$ cat src/rtl/shs_pkg.sv
// Shared types and constants for the streaming SHA-256 hasher.
// Used by shs_ctrl, shs_datapath and sha256_stream_hasher; depends on nothing.

package shs_pkg;

  typedef logic [31:0] word_t;

  localparam int HashWords  = 8;
  localparam int RoundCount = 64;

  // Codes carried on the action field of an input beat.
  localparam logic [1:0] ACT_ABSORB  = 2'd0;
  localparam logic [1:0] ACT_DIGEST  = 2'd1;
  localparam logic [1:0] ACT_RESTART = 2'd2;

  localparam word_t ROUND_K [RoundCount] = '{
    32'h428a2f98, 32'h71374491, 32'hb5c0fbcf, 32'he9b5dba5,
    32'h3956c25b, 32'h59f111f1, 32'h923f82a4, 32'hab1c5ed5,
    32'hd807aa98, 32'h12835b01, 32'h243185be, 32'h550c7dc3,
    32'h72be5d74, 32'h80deb1fe, 32'h9bdc06a7, 32'hc19bf174,
    32'he49b69c1, 32'hefbe4786, 32'h0fc19dc6, 32'h240ca1cc,
    32'h2de92c6f, 32'h4a7484aa, 32'h5cb0a9dc, 32'h76f988da,
    32'h983e5152, 32'ha831c66d, 32'hb00327c8, 32'hbf597fc7,
    32'hc6e00bf3, 32'hd5a79147, 32'h06ca6351, 32'h14292967,
    32'h27b70a85, 32'h2e1b2138, 32'h4d2c6dfc, 32'h53380d13,
    32'h650a7354, 32'h766a0abb, 32'h81c2c92e, 32'h92722c85,
    32'ha2bfe8a1, 32'ha81a664b, 32'hc24b8b70, 32'hc76c51a3,
    32'hd192e819, 32'hd6990624, 32'hf40e3585, 32'h106aa070,
    32'h19a4c116, 32'h1e376c08, 32'h2748774c, 32'h34b0bcb5,
    32'h391c0cb3, 32'h4ed8aa4a, 32'h5b9cca4f, 32'h682e6ff3,
    32'h748f82ee, 32'h78a5636f, 32'h84c87814, 32'h8cc70208,
    32'h90befffa, 32'ha4506ceb, 32'hbef9a3f7, 32'hc67178f2
  };

  localparam word_t H_INIT [HashWords] = '{
    32'h6a09e667, 32'hbb67ae85, 32'h3c6ef372, 32'ha54ff53a,
    32'h510e527f, 32'h9b05688c, 32'h1f83d9ab, 32'h5be0cd19
  };

  // Commands from the controller to the datapath.
  typedef struct packed {
    logic       buf_push;      // shift the absorbed byte into the block buffer
    logic       hash_restart;  // reload the initial hash, clear the counters
    logic       dig_start;     // copy buffer and chain value for a digest
    logic       pad_shift;     // shift one padding byte into the schedule
    logic       work_load;     // load the working variables for a block
    logic       round_step;    // run one compression round
    logic       fold;          // add the working variables into the hash
    logic       dig_mode;      // digest copy is the hash in use, else the chain value
    logic [5:0] rnd;           // round index
    logic [1:0] word_idx;      // digest word on the output
  } cmd_t;

  // Status from the datapath to the controller.
  typedef struct packed {
    logic fill_last;    // the buffer holds 63 bytes
    logic pad_blk_end;  // the current padding byte completes a block
    logic pad_done;     // all padding blocks have been built
  } sts_t;

endpackage

$ cat src/rtl/shs_ctrl.sv
// Sequencing state machine of the SHA-256 hasher: absorb, padding, rounds, output.
// Depends on shs_pkg for the command and status structs and the action codes.

module shs_ctrl (
  input  logic               clk,
  input  logic               rst,
  input  logic               in_valid,
  input  logic [1:0]         action,
  output logic               in_ready,
  output logic               out_valid,
  input  logic               out_ready,
  input  shs_pkg::sts_t      sts,
  output shs_pkg::cmd_t      cmd
);
  import shs_pkg::*;

  typedef enum logic [5:0] {
    S_IDLE  = 6'b000001,
    S_LOAD  = 6'b000010,
    S_PAD   = 6'b000100,
    S_ROUND = 6'b001000,
    S_FOLD  = 6'b010000,
    S_OUT   = 6'b100000
  } state_t;

  state_t     state, state_next;
  logic       mode, mode_next;
  logic [5:0] rnd, rnd_next;
  logic [1:0] word_idx, word_idx_next;

  always_ff @(posedge clk) begin
    if (rst) begin
      state    <= S_IDLE;
      mode     <= 1'b0;
      rnd      <= '0;
      word_idx <= '0;
    end else begin
      state    <= state_next;
      mode     <= mode_next;
      rnd      <= rnd_next;
      word_idx <= word_idx_next;
    end
  end

  assign in_ready  = (state == S_IDLE);
  assign out_valid = (state == S_OUT);

  always_comb begin
    state_next    = state;
    mode_next     = mode;
    rnd_next      = rnd;
    word_idx_next = word_idx;
    cmd           = '0;
    cmd.dig_mode  = mode;
    cmd.rnd       = rnd;
    cmd.word_idx  = word_idx;
    case (state)
      S_IDLE: begin
        if (in_valid) begin
          case (action)
            ACT_ABSORB: begin
              cmd.buf_push = 1'b1;
              if (sts.fill_last) begin
                mode_next  = 1'b0;
                state_next = S_LOAD;
              end
            end
            ACT_DIGEST: begin
              cmd.dig_start = 1'b1;
              mode_next     = 1'b1;
              state_next    = S_PAD;
            end
            ACT_RESTART: begin
              cmd.hash_restart = 1'b1;
            end
            default: begin
            end
          endcase
        end
      end
      S_LOAD: begin
        cmd.work_load = 1'b1;
        rnd_next      = '0;
        state_next    = S_ROUND;
      end
      S_PAD: begin
        cmd.pad_shift = 1'b1;
        if (sts.pad_blk_end) begin
          cmd.work_load = 1'b1;
          rnd_next      = '0;
          state_next    = S_ROUND;
        end
      end
      S_ROUND: begin
        cmd.round_step = 1'b1;
        rnd_next       = rnd + 6'd1;
        if (rnd == 6'(RoundCount - 1)) begin
          state_next = S_FOLD;
        end
      end
      S_FOLD: begin
        cmd.fold = 1'b1;
        if (!mode) begin
          state_next = S_IDLE;
        end else if (sts.pad_done) begin
          word_idx_next = '0;
          state_next    = S_OUT;
        end else begin
          state_next = S_PAD;
        end
      end
      S_OUT: begin
        if (out_ready) begin
          word_idx_next = word_idx + 2'd1;
          if (word_idx == 2'd3) begin
            state_next = S_IDLE;
          end
        end
      end
      default: begin
        state_next = S_IDLE;
      end
    endcase
  end

  // Input and output never open at the same time.
  a_no_overlap: assert property (@(posedge clk) disable iff (rst)
    !(in_ready && out_valid))
    else $error("input and output handshakes open together");

  // The last round is always followed by the fold into the hash.
  a_round_to_fold: assert property (@(posedge clk) disable iff (rst)
    (state == S_ROUND && rnd == 6'(RoundCount - 1)) |=> (state == S_FOLD))
    else $error("last round not followed by fold");

  // Taking the fourth digest word frees the input side.
  a_out_done: assert property (@(posedge clk) disable iff (rst)
    (out_valid && out_ready && word_idx == 2'd3) |=> in_ready)
    else $error("block not idle after last digest word");

  // A digest only starts from idle and leads straight into padding.
  a_dig_pad: assert property (@(posedge clk) disable iff (rst)
    (in_ready && in_valid && action == ACT_DIGEST) |=> (state == S_PAD))
    else $error("digest request did not start padding");

endmodule

$ cat src/rtl/shs_datapath.sv
// Datapath of the SHA-256 hasher: block buffer, schedule window, round unit and hash words.
// Depends on shs_pkg for the constant tables and the command and status structs.

module shs_datapath (
  input  logic               clk,
  input  logic               rst,
  input  logic [7:0]         data_byte,
  input  shs_pkg::cmd_t      cmd,
  output shs_pkg::sts_t      sts,
  output logic [63:0]        digest_word,
  output logic               last_word
);
  import shs_pkg::*;

  function automatic word_t rotr(input word_t x, input int n);
    rotr = (x >> n) | (x << (32 - n));
  endfunction

  logic [511:0] blk_buf;   // byte shift line, newest byte lowest
  logic [511:0] sched;     // schedule window, oldest word highest
  logic [5:0]   fill;
  logic [60:0]  total;
  logic [7:0]   pad_pos;
  word_t        chain [HashWords];
  word_t        dst   [HashWords];
  word_t        v     [HashWords];

  // Padding byte at the current position.
  logic [63:0] bit_count;
  logic [3:0]  len_hi;
  logic [7:0]  len_byte;
  logic [7:0]  pad_byte;
  logic        two_blocks;

  assign two_blocks = (fill >= 6'd56);
  assign bit_count  = {total, 3'b000};
  assign len_hi     = two_blocks ? 4'd15 : 4'd7;
  assign len_byte   = bit_count[{~pad_pos[2:0], 3'b000} +: 8];

  always_comb begin
    if (pad_pos == {2'b00, fill}) begin
      pad_byte = 8'h80;
    end else if (pad_pos[6:3] == len_hi) begin
      pad_byte = len_byte;
    end else begin
      pad_byte = 8'h00;
    end
  end

  assign sts.fill_last   = (fill == 6'd63);
  assign sts.pad_blk_end = (pad_pos[5:0] == 6'd63);
  assign sts.pad_done    = (pad_pos == (two_blocks ? 8'd128 : 8'd64));

  // Round arithmetic.
  word_t w_cur, w_new, sg0, sg1, big0, big1, choose, major, tmp1;
  word_t x15, x2;

  assign w_cur  = sched[511:480];
  assign x15    = sched[479:448];
  assign x2     = sched[63:32];
  assign sg0    = rotr(x15, 7) ^ rotr(x15, 18) ^ (x15 >> 3);
  assign sg1    = rotr(x2, 17) ^ rotr(x2, 19) ^ (x2 >> 10);
  assign w_new  = w_cur + sg0 + sched[223:192] + sg1;
  assign big1   = rotr(v[4], 6) ^ rotr(v[4], 11) ^ rotr(v[4], 25);
  assign choose = (v[4] & v[5]) ^ (~v[4] & v[6]);
  assign tmp1   = v[7] + big1 + choose + ROUND_K[cmd.rnd] + w_cur;
  assign big0   = rotr(v[0], 2) ^ rotr(v[0], 13) ^ rotr(v[0], 22);
  assign major  = (v[0] & v[1]) ^ (v[0] & v[2]) ^ (v[1] & v[2]);

  // Counters and the chaining value are control state.
  always_ff @(posedge clk) begin
    if (rst || cmd.hash_restart) begin
      fill  <= '0;
      total <= '0;
      for (int i = 0; i < HashWords; i++) begin
        chain[i] <= H_INIT[i];
      end
    end else begin
      if (cmd.buf_push) begin
        fill  <= fill + 6'd1;
        total <= total + 61'd1;
      end
      if (cmd.fold && !cmd.dig_mode) begin
        for (int i = 0; i < HashWords; i++) begin
          chain[i] <= chain[i] + v[i];
        end
      end
    end
  end

  always_ff @(posedge clk) begin
    if (cmd.buf_push) begin
      blk_buf <= {blk_buf[503:0], data_byte};
    end

    if (cmd.dig_start) begin
      sched   <= blk_buf;
      pad_pos <= {2'b00, fill};
    end else if (cmd.pad_shift) begin
      sched   <= {sched[503:0], pad_byte};
      pad_pos <= pad_pos + 8'd1;
    end else if (cmd.work_load && !cmd.dig_mode) begin
      sched <= blk_buf;
    end else if (cmd.round_step) begin
      sched <= {sched[479:0], w_new};
    end

    if (cmd.dig_start) begin
      for (int i = 0; i < HashWords; i++) begin
        dst[i] <= chain[i];
      end
    end else if (cmd.fold && cmd.dig_mode) begin
      for (int i = 0; i < HashWords; i++) begin
        dst[i] <= dst[i] + v[i];
      end
    end

    if (cmd.work_load) begin
      for (int i = 0; i < HashWords; i++) begin
        v[i] <= cmd.dig_mode ? dst[i] : chain[i];
      end
    end else if (cmd.round_step) begin
      v[7] <= v[6];
      v[6] <= v[5];
      v[5] <= v[4];
      v[4] <= v[3] + tmp1;
      v[3] <= v[2];
      v[2] <= v[1];
      v[1] <= v[0];
      v[0] <= tmp1 + big0 + major;
    end
  end

  assign digest_word = {dst[{cmd.word_idx, 1'b0}], dst[{cmd.word_idx, 1'b1}]};
  assign last_word   = (cmd.word_idx == 2'd3);

endmodule

$ cat src/rtl/sha256_stream_hasher.sv
// Top level of the streaming SHA-256 hasher.
// Depends on shs_pkg, shs_ctrl and shs_datapath.

// Incremental SHA-256 over a byte stream. Each input beat carries an action in
// s_tuser: absorb takes the byte in s_tdata, digest sends out the hash of all
// bytes absorbed since the last restart as four 64-bit big-endian words (the
// fourth marked by m_tlast) without disturbing the running hash, and restart
// reloads the initial hash values. Action code 3 is ignored. The byte that
// completes a 64-byte block starts the single round unit, which runs its 64
// rounds, one per cycle, with a load step before and a fold step after. A
// digest shifts the padding after the pending bytes into the schedule window
// and runs the rounds and the fold; with 56 or more bytes pending it builds
// and compresses a second padded block too. The output beats then follow,
// one per cycle while m_tready is high. The block handles one item at a
// time: s_tready is low from the acceptance of a full-block absorb or a
// digest until its work, including all four output beats, is done. The
// message length counter wraps modulo 2^61 bytes, as the 64-bit bit count in
// the padding does.

module sha256_stream_hasher (
  input  logic        clk,
  input  logic        rst,
  input  logic        s_tvalid,
  output logic        s_tready,
  input  logic [7:0]  s_tdata,    // [7:0] data_byte
  input  logic [1:0]  s_tuser,    // [1:0] action
  output logic        m_tvalid,
  input  logic        m_tready,
  output logic [63:0] m_tdata,    // [63:0] digest_word
  output logic        m_tlast     // last_word
);
  import shs_pkg::*;

  cmd_t cmd;
  sts_t sts;

  // The controller only sees the action; the byte goes straight to the buffer.
  shs_ctrl u_ctrl (
    .clk       (clk),
    .rst       (rst),
    .in_valid  (s_tvalid),
    .action    (s_tuser),
    .in_ready  (s_tready),
    .out_valid (m_tvalid),
    .out_ready (m_tready),
    .sts       (sts),
    .cmd       (cmd)
  );

  // Digest words are read from the digest copy of the hash, which holds still
  // while the output beats wait for m_tready.
  shs_datapath u_datapath (
    .clk         (clk),
    .rst         (rst),
    .data_byte   (s_tdata),
    .cmd         (cmd),
    .sts         (sts),
    .digest_word (m_tdata),
    .last_word   (m_tlast)
  );

endmodule
$ cat config.mk
export PLATFORM = sky130hd
export DESIGN_NAME = sha256_stream_hasher
export DESIGN_NICKNAME = d
export VERILOG_FILES = /design/src/rtl/shs_pkg.sv /design/src/rtl/shs_ctrl.sv /design/src/rtl/shs_datapath.sv /design/src/rtl/sha256_stream_hasher.sv
export SDC_FILE = /design/constraint.sdc
export NUM_CORES = 2
export LEC_CHECK = 0
export BUFFER_PORTS_ARGS = -buffer_cell sky130_fd_sc_hd__clkbuf_2
export CORE_ASPECT_RATIO = 2
export CORE_MARGIN = 4
export CORE_UTILIZATION = 32
export DETAILED_ROUTE_END_ITERATION = 8
export PLACE_DENSITY = 0.55
export SLEW_MARGIN = 20
export SYNTH_ARGS = -nofsm -noshare
export SYNTH_HDL_FRONTEND = slang
export SYNTH_SLANG_ARGS = --single-unit
$ cat constraint.sdc
create_clock -name clk -period 23.8 [get_ports clk]
set_input_delay 3.57 -clock clk [delete_from_list [all_inputs] [get_ports clk]]
set_output_delay 3.57 -clock clk [all_outputs]
set_load 0.01 [all_outputs]
### Yosys cells after proc, flatten, opt, wreduce, memory -nomap -nowiden

Memory sizes are Yosys's and may differ from the RTL's. A register that Yosys moved wholly into a read port is not among the register bits.
Cells that the tools add are included.

* add/subtract/negate cells: 31
* $lt $le $gt $ge: 2
* equal/unequal tests: 25
* shift operators: 1
* multiplexer cells: 91
* bitwise logic cells: 53
* reduce and logical (&&, ||, !) cells: 15

Operators with widths (count)
* $mux W512: 4
* $mux W32: 34
* $add A32 B32 Y32: 26
* $xor A32 B32 Y32: 9
* $and A32 B32 Y32: 5
* $mux W6: 11
* $shiftx A64 B7 Y8: 1
* $add A61 B1 Y61 const B: 1
* $pmux W6 S6: 1
* $not A32 Y32: 1
* $or A10 B32 Y32: 1
* $or A13 B32 Y32: 1
* $or A14 B32 Y32: 1
* $or A15 B32 Y32: 1
* $or A19 B32 Y32: 1
* $or A21 B32 Y32: 1
* $or A25 B32 Y32: 1
* $or A26 B32 Y32: 1
* $or A30 B32 Y32: 1
* $or A7 B32 Y32: 1
* $xor A32 B22 Y32: 1
* $xor A32 B29 Y32: 1
* $eq A6 B6 Y1 const B: 4
* $mux W8: 3
* 40 further kinds: 106

* register bits after elaboration: 1114
* bits in writable memories: 768
* bits in read-only memories: 2048
* input bits: 14
* output and inout bits: 67
* word-level logic and storage cells: 232
* memories kept: 4

Memory list
* (name not given): words 64, width 32, read ports 1, clocked after Yosys merged registers in 0, wr ports 0, line shs_datapath.sv:66 `assign tmp1 = v[7] + big1 + choose + ROUND_K[cmd.rnd] + w_cur;`
* u_datapath.chain: words 8, width 32, read ports 8, clocked after Yosys merged registers in 0, wr ports 8, line shs_datapath.sv:24 `word_t chain [HashWords];`
* u_datapath.dst: words 8, width 32, read ports 10, clocked after Yosys merged registers in 2, wr ports 8, line shs_datapath.sv:25 `word_t dst [HashWords];`
* u_datapath.v: words 8, width 32, read ports 8, clocked after Yosys merged registers in 0, wr ports 8, line shs_datapath.sv:26 `word_t v [HashWords];`

### Logic depth before layout (Yosys ltp)

An unclocked memory read counts as a cell.

* depth after elaboration: 11
* gate-level depth with buffers: 42
* depth with buffers taken out: 40

### By module

A second synthesis with hierarchy kept.

* cells, all modules: 11114
* area, all modules: 117744.2 µm²

Modules (own cells, without submodules)
* shs_datapath: times used 1, cells an instance 11005, area each 116844.6 µm², sequential area each 55373.1 µm²
* shs_ctrl: times used 1, cells an instance 109, area each 899.6 µm², sequential area each 300.3 µm²

### Worst setup path after synthesis

Ideal clock, no wire load.

* path type: input to register
* from: input s_tvalid
* to: register u_datapath.fill[5]
* setup time: 0.070 ns
* arrival: 20.658 ns
* required time: 23.730 ns
* slack: 3.072 ns
* stages on the path: 7
* buffers on the path: 1
* path through: inv_1 -> nor4_4 -> and2b_1 -> clkbuf_1 -> nand4_1 -> or3_1 -> a21oi_1

RTL lines
* from (decl): line sha256_stream_hasher.sv:23 `input logic s_tvalid,`
* to (signal assigned): line shs_datapath.sv:80 `fill <= fill + 6'd1;`
* to (decl): line shs_datapath.sv:21 `logic [5:0] fill;`

==> run metrics <==
core region area about 0.36 mm^2; Critical path origin u_ctrl.rnd[0]$_SDFFE_PP0P_; DR vias ~89000; Num CTS Buffers 189; crit-path max FO 32; Yosys cell types 94; cells after synthesis around 11000; Resize count post-CTS 0; Pint 6.02 mW; max-slew violation count 0; fin crit share 0.482; Area Growth Syn to Fin 9.85%; DIE WIDTH roughly 430 um; setup bufs post-CTS 0; cell family with most CP delay compound AO/OA/AOI/OAI gates; Met2 Wirelength 239000 um; most common cell after layout, fill and taps aside edfxtp_1; r2r startpoint u_ctrl.rnd[0]$_SDFFE_PP0P_; share of cells above drive strength 1 0.0635; initial antenna violation count 9; Clock power frac 0.353; static leakage 46.0 nW; Pre-antenna DRT Iters 8; Cell Area, Synth 0.116 mm^2; first-pass GRT wire length 644000 um; gr ovfl total 0; met3 wire length 17800 um; switching share of power 0.298; DRC 0; cell count of the worst reg-to-reg path 37; CTS root buf clkbuf_16; worst hold slack 0.424 ns; Fillers around 37000; clock skew 0.0832 ns; Final nets roughly 12000; cts hold-fix bufs 0; Metal-1 WL roughly 140000 um; total power 8.57 mW; crit path kind flop to flop; FF-to-FF End u_datapath.v[0][30]$_DFFE_PP_; setup_tns 0 ns; worst setup path end u_datapath.v[0][30]$_DFFE_PP_; most frequent cells in the layout edfxtp_1, a21oi_1, nor2_1, nand2_1, o21ai_0; Crit path depth 37; critical path startpoint category flop; Vias/cell 5.64; Mapped Avg Cell Area 10.5 um^2; result of the run finished clean; Sink Count ~1900; Reg power frac 0.457; post-synthesis register bit count around 1900; Port Buffers 80; Max IR drop VDD 0.0000569 V; Total GRT Usage 0.237; Synth async-reset ratio 0; Crit. End Element flop; CP Data Arrival Time 12.12 ns; Layout Utilization 0.352; sequential-to-total area share from yosys stat 0.479; DRT Wirelength 454000 um; Post-synth EDFFs ~1800; largest net degree at the start of global routing 180; PD cells 67.1 mW/mm^2; Die Ht 861 um; # IOs 81; row count between 300 and 400; most used flip-flop cell after synthesis edfxtp_1; DP HPWL 338000 um; die area 0.374 mm^2; Worst-Margin Slew around 1.3 ns; antenna viol nets, final 0; slowest CP cell ha_1; Top Layer Used met5; Syn Nets around 12000; switching power between 2 and 3 mW; Worst EP required 24.44 ns; Critical Path Max Stage Delay 1.04 ns; GPL Wtd Cong 1.01; Worst-path clk slew 0.07 ns; CTS max path bufs 4; Logic pwr share 0.190; Final Setup Violations 0; CTS tree built; wire per inst 28.8 um; Max-cap violations 0; synth warn 0; drt initial violations 6203; Fmax achieved 87.1 MHz; worst-skew pair later-pin latency 0.94 ns; Critical path buffers and inverters 7; hold violation total from the final report 0; initial core utilization 0.321; H-tree depth 4; vias in the first global route 92900; reg2reg setup slack between 10 and 15 ns; Period minus WS final 11.48 ns; Hold Crit Class flop to flop; RSZ-0062 raised after global routing false; Slew HR 0.143
[synth_stat cells, types with 203 or more instances]
master	number	area (um^2)
a21o_1	301	2260
a21oi_1	1066	5340
clkbuf_1	577	2170
edfxtp_1	1798	54000
fa_1	203	4060
ha_1	645	8070
inv_1	404	1520
mux2i_1	294	2940
nand2_1	950	3570
nor2_1	1022	3840
o21ai_0	859	4300
o22ai_1	505	3160
xnor2_1	491	4300
xor2_1	352	3080
[power groups by stage]
stage,sequential [mW],combinational (mW),clock [mW]
6_report,3.92,1.63,3.02
5_1_grt,3.93,1.78,3.19
4_1_cts,3.92,1.62,3.09
3_5_place_dp,3.99,1.61,0
3_3_place_gp,3.99,1.60,0
2_1_floorplan,3.98,1.14,0
[sequential cells by signal, summed over array words and instances (netlist names), 6 cells and up, named ones only]
register,flops
u_datapath.blk_buf,512
u_datapath.v,256
u_datapath.dst,256
u_datapath.chain,256
u_datapath.fill,6
u_datapath.sched,512
u_datapath.total,61
u_datapath.pad_pos,8
u_ctrl.state,6
u_ctrl.rnd,6
[worst min-delay path by stage]
stage / slack, ns / startpoint / cells after the start / end
detailed placement: 0.44 / u_datapath.blk_buf[84]$_DFFE_PP_ / 0 / u_datapath.blk_buf[92]$_DFFE_PP_
floorplan: 0.42 / u_datapath.blk_buf[31]$_DFFE_PP_ / 0 / u_datapath.blk_buf[39]$_DFFE_PP_
global placement: 0.43 / u_datapath.blk_buf[370]$_DFFE_PP_ / 0 / u_datapath.blk_buf[378]$_DFFE_PP_
global route: 0.44 / u_datapath.blk_buf[220]$_DFFE_PP_ / 0 / u_datapath.blk_buf[228]$_DFFE_PP_
finish: 0.42 / u_datapath.blk_buf[2]$_DFFE_PP_ / 0 / u_datapath.blk_buf[10]$_DFFE_PP_
CTS: 0.43 / u_datapath.blk_buf[210]$_DFFE_PP_ / 0 / u_datapath.blk_buf[218]$_DFFE_PP_
[area by class of cell]
cell class                      count  area (um^2)  share of cell area
Multi-Input combinational cell   8188        57000               0.446
Antenna cell                        6         15.0            0.000117
Inverter                          407         1530              0.0120
Timing Repair Buffer              255         1860              0.0146
Tap cell                         4725         5910              0.0462
Clock inverter                    103          878             0.00687
Clock buffer                      229         4910              0.0384
Sequential cell                  1884        55700               0.436
[worst register-to-register path: cells and delay by family, from the launching register on]
| kind | cells | cell delay (ns) |
|---|---|---|
| simple gates | 8 | 1.70 |
| compound gates | 13 | 3.79 |
| buf+inv | 7 | 1.29 |
| xor+xnor | 2 | 0.40 |
| fa+ha+maj | 7 | 3.70 |
| flops | 1 | 0.31 |
[per-layer routing]
layer | track usage | vias to the layer above
met1 | 0.213 | 44500
met5 | 0 | -
met4 | 0.238 | 2
met3 | 0.0334 | 1323
met2 | 0.442 | 2609
li1 | - | 40600
[kinds of logic after synthesis]
| group | count (synthesis) | share of synthesized area |
|---|---|---|
| xor+xnor | 843 | 0.0634 |
| compound gates | 3385 | 0.174 |
| simple gates | 2714 | 0.103 |
| buf+inv | 1031 | 0.0334 |
| mux | 395 | 0.0432 |
| fa+ha+maj | 851 | 0.105 |
| flops | 1884 | 0.479 |
[stage by stage]
| stage | std cells | instance area (um^2) | worst slack [ns] |
|---|---|---|---|
| 3_5_place_dp | 15500 | 122000 | 12.63 |
| 2_1_floorplan | 11100 | 116000 | 3.07 |
| 6_report | 15800 | 128000 | 12.32 |
| 5_1_grt | 15800 | 128000 | 11.89 |
| 3_3_place_gp | 15500 | 122000 | 12.47 |
| 4_1_cts | 15800 | 128000 | 12.53 |
Power figures use the tool's default switching activity.
